### src/rtl/plw_pkg.sv
// shared types and constants for the width lookup
`default_nettype none
package plw_pkg;
    localparam int MAX_POINTS = 16;
    localparam int IDX_W = $clog2(MAX_POINTS);
    localparam int CNT_W = $clog2(MAX_POINTS + 1);
    localparam logic [1:0] MODE_CLEAR  = 2'd0;
    localparam logic [1:0] MODE_APPEND = 2'd1;
    localparam logic [1:0] MODE_EVAL   = 2'd2;
    localparam logic [1:0] MODE_UNUSED = 2'd3;
    localparam logic [1:0] ST_OK       = 2'd0;
    localparam logic [1:0] ST_NEG      = 2'd1;
    localparam logic [1:0] ST_ORDER    = 2'd2;
    localparam logic [1:0] ST_FULL     = 2'd3;
    typedef struct packed {
        logic [1:0]         mode;
        logic signed [31:0] station;
        logic signed [23:0] left_w;
        logic signed [23:0] right_w;
    } t_cmd;
    typedef struct packed {
        logic [22:0] left_w;
        logic [22:0] right_w;
        logic [1:0]  status;
    } t_res;
endpackage
`default_nettype wire

### src/rtl/plw_front.sv
// command queue between input side and engine
`default_nettype none
module plw_front (
    input  wire                 i_clk,
    input  wire                 i_rst_n,
    input  wire                 i_valid,
    output logic                o_ready,
    input  plw_pkg::t_cmd       i_cmd,
    output logic                o_valid,
    input  wire                 i_ready,
    output plw_pkg::t_cmd       o_cmd
);
    import plw_pkg::*;
    t_cmd r_q [2];
    logic r_wp, r_rp;
    logic [1:0] r_cnt;
    logic push, pop;
    assign o_ready = (r_cnt != 2'd2);
    assign o_valid = (r_cnt != 2'd0);
    assign o_cmd   = r_q[r_rp];
    assign push = i_valid && o_ready;
    assign pop  = o_valid && i_ready;
    always_ff @(posedge i_clk) begin
        if (!i_rst_n) begin
            r_wp <= 1'b0; r_rp <= 1'b0; r_cnt <= 2'd0;
        end else begin
            if (push) begin
                r_wp <= ~r_wp;
            end
            if (pop) begin
                r_rp <= ~r_rp;
            end
            r_cnt <= r_cnt + {1'b0, push} - {1'b0, pop};
        end
        if (push) begin
            r_q[r_wp] <= i_cmd;
        end
    end
endmodule
`default_nettype wire

### config.mk
export PLATFORM = sky130hd
export DESIGN_NAME = plw_front
export DESIGN_NICKNAME = d
export VERILOG_FILES = /design/src/rtl/plw_pkg.sv /design/src/rtl/plw_front.sv
export SDC_FILE = /design/constraint.sdc
export NUM_CORES = 1
export LEC_CHECK = 0
export ABC_AREA = 1
export BUFFER_PORTS_ARGS = -buffer_cell sky130_fd_sc_hd__clkbuf_2
export CORE_MARGIN = 2
export CORE_UTILIZATION = 30
export CTS_CLUSTER_DIAMETER = 100
export CTS_CLUSTER_SIZE = 30
export DETAILED_ROUTE_END_ITERATION = 8
export PLACE_DENSITY_LB_ADDON = 0.1
export SLEW_MARGIN = 15
export SYNTH_ARGS = -nofsm -noshare
export SYNTH_HDL_FRONTEND = slang
export SYNTH_SLANG_ARGS = --single-unit
export TNS_END_PERCENT = 30
### constraint.sdc
create_clock -name i_clk -period 5.5 [get_ports i_clk]
set_input_delay 0 -clock i_clk [delete_from_list [all_inputs] [get_ports i_clk]]
set_output_delay 0 -clock i_clk [all_outputs]
set_load 0.01 [all_outputs]
# == Word-level counts from Yosys, hierarchy flattened ==
# Memories as Yosys holds them, arrays and structs flattened. A register that Yosys moved wholly into a read port is not among the register bits.
# Index checks and enable logic that the tools add are counted.
# op_classes
addsub,2
mul,0
div,0
n_lt_le_gt_ge,0
n_eq_ne,1
shift,0
mux,4
bitwise,2
reduce_logical,3
# ops
operator,n
1-bit two-way mux,4
2-bit by 1-bit adder with 2-bit output,1
1-bit logical AND,2
"2-bit != test, second input constant",1
1-bit inverter,2
2-bit nonzero test,1
2-bit by 1-bit subtractor with 2-bit output,1
# word_totals
register_bits,4
latch_bits,0
ramBits,164
mem_bits_ro,0
out_inout_bits,84
elab_cells,16
n_memories,1
# mem_list
memory,words,word_bits,read_ports,rd_ports_with_merged_regs,wr,line,rtl
r_q,2,82,1,1,1,plw_front.sv:14,t_cmd r_q [2];

# == Logic depth before layout (Yosys ltp) ==
# depth
word_depth,4
mapped_depth,11

# == Least setup slack after synthesis ==
# OpenSTA, ideal clock, no wires.
# synth_timing
path_type,register to register
from,register r_cnt[0]
to,"memory r_q[0][0] (netlist bit), enable pin"
setup_ns,0.523
arrival_time_ns,4.044
required_time_ns,4.977
setup_slack_ns,0.933
path_stages_with_launch,5
synth_period_minus_slack_ns,4.567
cell_sequence,dfxtp_1 -> inv_1 -> nand2_1 -> nand2_1 -> nor2_1
# synth_between
elab_chain_cells,4
# synth_rtl
item,line,rtl
"start, declared",plw_front.sv:16,logic [1:0] r_cnt;
"start signal, assigned",plw_front.sv:33,"r_cnt <= r_cnt + {1'b0, push} - {1'b0, pop};"
2-bit != test,plw_front.sv:18,assign o_ready = (r_cnt != 2'd2);
named net o_ready,plw_front.sv:7,"output logic o_ready,"
1-bit logical AND,plw_front.sv:21,assign push = i_valid && o_ready;
1-bit two-way mux,plw_front.sv:35,if (push) begin
1-bit two-way mux (not written as such),plw_front.sv:36,r_q[r_wp] <= i_cmd;
"end, declared",plw_front.sv:14,
# The timed path passes the listed nets, and every way through them passes these cells.

==> summary.txt <==
Synthesis
  – Post-synth cell types: 12
  – Post-synthesis sequential area ratio: 76.60%
  – Mapped Area: 6560 um^2
  – Mapped Nets: 379
  – Ys Warns: 0
  – Gate Count Post-Synth: 291
  – Flops & latches, synth: 169
  – Syn Area/Cell: 22.54 um^2

CTS
  – CTS tree: yes
  – Bufs on Longest Clock Path: 2
  – CTS resizes: 0
  – Num Clock Sinks: 169
  – Root Buffer: clkbuf_16
  – Clock transition at path regs: 0.06 ns
  – Clk_lat worst skew: 0.41 ns
  – H-tree depth: 4
  – Cts bufs inserted: 17

Global routing
  – Total GRT Usage: 11.17%
  – Total grt overflow: 0
  – Vias in the first global route: 3800
  – Pin count of the biggest net entering global routing: 65
  – Initial antenna violation count: 1
  – Global-route wire length before repair: 19.84 mm

Worst hold path
  – Hold Path Class: primary input to register
  – Min-delay src: i_cmd[62]
  – Hold depth: 2
  – Hold endpoint: r_q[1][62]$_DFFE_PP_

Setup path
  – Worst R2R Start: r_cnt[0]$_SDFF_PN0_
  – Critical path class: register to output port
  – Max FO, Critical Path: 54
  – CP arrival: 2.61 ns
  – Reg-to-reg slack, setup: around 3.1 ns
  – Worst r2r dst: r_q[0][33]$_DFFE_PP_
  – Reg2reg path depth: 5
  – Startpoint Class: register
  – Critical Path End Type: output port
  – Worst Path Required: about 5.5 ns

Placement
  – Port Buffers: 169
  – Placer congestion estimate: 0.6795
  – Post-detail-place hpwl: approximately 7.8 mm
  – Placed Cells incl. Taps: roughly 730

Routing
  – Vias per Instance: between 4 and 5
  – ANT nets after route: 0
  – Vias: 3478
  – First DRT Iteration DRCs: about 140
  – WL/cell: 14.71 um
  – Final WL: 12.51 mm
  – 1st-pass router iterations: 4
  – # DRC: 0

STA
  – Max Slew Vio Count: 0
  – Fmax: 383.8 MHz
  – Hold Fails Final Rpt: 0
  – Crit share post-route: 47.38%
  – Fin Clk Skew: 0.005053 ns
  – Fin Setup TNS: 0 ns
  – Worst Tran Pin Value: 1.074 ns
  – Fin crit period: roughly 2.6 ns
  – Headroom to the max-slew limit: between 20 and 30%
  – Endpoints failing setup: 0
  – RSZ-0062 raised after global routing: no

Finish
  – Share of cells above drive strength 1: 49.74%
  – Post-layout nets: 646
  – Fin cells: between 800 and 900
  – Synthesis-to-finish area growth: 37.65%
  – Fillers: 2032

Die
  – Die Ht: 151.9 um
  – Initial core utilization: 30.34%
  – Total die area: 23070 um^2
  – Core area: 21620 um^2
  – Row cnt: 54
  – I/O pins: 170
  – Die Span X: 151.9 um

Power and ir drop
  – Combinational share of power: about 24%
  – Power Internal: 2.787 mW
  – Max IR drop VDD: 0.2001 mV
  – Sw frac: 26.55%
  – Sequential share of power: a little under half
  – Power Dens Cells: about 420 nW/um^2
  – Clock power share: 29.8%
  – Net switching power: 1.007 mW
  – Lkg Pwr: 3.592 nW

Flow run
  – Max-cap violation count: 0

Status
  – Status: complete, no violations
layout by cell type (no fill, tap or decap):
cell type	synthesis	final
nor2_1	8	7
clkinv_4	0	2
a21oi_1	2	2
inv_1	7	6
dfxtp_1	5	4
dlygate4sd3_1	0	85
ha_1	2	2
nor2_4	0	1
clkbuf_16	0	17
bufinv_16	0	2
inv_4	0	1
inv_6	0	2
nand2_1	9	9
clkinvlp_4	0	2
clkinv_2	0	1
dfxtp_4	0	1
nand3_1	3	3
buf_4	0	3
edfxtp_1	164	164
mux2_4	80	80
mux2_2	2	2
clkbuf_2	0	169
clkinv_1	0	4
diode_2	0	1
state kept, by name, indices dropped and copies added (netlist names), named ones only:
name / count
r_wp: 1
r_cnt: 2
r_rp: 1
r_q: 164
Yosys cell counts:
cell type / n / share of area [%]
nand2_1: 9 / 0.51
nand3_1: 3 / 0.23
buf_6: 1 / 0.17
a21oi_1: 2 / 0.15
inv_1: 7 / 0.40
nor2_1: 8 / 0.46
ha_1: 2 / 0.38
buf_12: 8 / 2.4
mux2_2: 2 / 0.34
dfxtp_1: 5 / 1.5
edfxtp_1: 164 / 75
mux2_4: 80 / 18
critical path, cell delays in order, from the launching register on:
cell      delay [ns]
dfxtp_4         1.06
buf_4           0.62
mux2_4          0.36
clkbuf_2        0.13
layer usage:
layer / GRT usage [%] / wire length [um]
met1: 13.15 / 5513
met2: 18.85 / 6107
met4: 3.783 / 136
met5: 0 / 0
met3: 4.193 / 749
cell type report:
class	instances	area [um^2]	share of cell area, %
clock buffer	17	425.4	4.711
multi-input combinational	106	1345	14.90
timing repair buffer	257	1719	19.04
clock inverter	13	130.1	1.441
tap	280	350.3	3.880
sequential	169	5029	55.69
antenna	1	2.502	0.02771
inverter	7	28.78	0.3187
power by group through the flow:
stage               sequential, mW  combinational (mW)  clock (mW)
floorplan                     1.71               0.694           0
global placement              1.77               0.894           0
detailed placement            1.78               0.896           0
CTS                           1.75               0.947        1.18
global route                  1.77                1.00        1.23
finish                        1.74               0.922        1.13
logic make-up after synthesis:
family          synth area share (%)
mux                            18.65
flops                          76.60
compound gates                0.1526
simple gates                   1.202
fa+ha+maj                     0.3814
buf+inv                        3.014
worst max path at each step:
stage | start | to | slack, ns | cells after the start
global placement | r_cnt[0]$_SDFF_PN0_ | r_q[0][43]$_DFFE_PP_ | 3.06 | 5
finish | register | o_cmd[31] | 2.89 | 3
global route | register | o_cmd[15] | 2.69 | 3
floorplan | r_cnt[0]$_SDFF_PN0_ | r_q[0][0]$_DFFE_PP_ | 0.93 | 4
CTS | register | o_cmd[15] | 2.77 | 3
detailed placement | r_cnt[0]$_SDFF_PN0_ | r_q[0][58]$_DFFE_PP_ | 3.01 | 5
through the flow:
| step | area [um^2] | worst slack [ns] | utilization (%) | power [mW] | hold WS (ns) |
|---|---|---|---|---|---|
| floorplan | 6560 | 0.9332 | - | 2.404 | 0.09345 |
| CTS | 9027 | 2.769 | 41.75 | 3.872 | 0.2843 |
| detailed placement | 7621 | 3.006 | 35.25 | 2.672 | 0.1927 |
| global placement | 7621 | 3.059 | 35.25 | 2.663 | 0.1902 |
| finish | 9030 | 2.894 | 41.77 | 3.795 | 0.3119 |
| global route | 9030 | 2.688 | 41.77 | 3.994 | 0.2938 |
repair_timing:
item / 4_1_cts / 5_1_grt
setup buffers: 0 / 0
hold buffers: 85 / 0
endpoints found under the hold margin: 169 / 0
(Power assumes the default switching activity.)
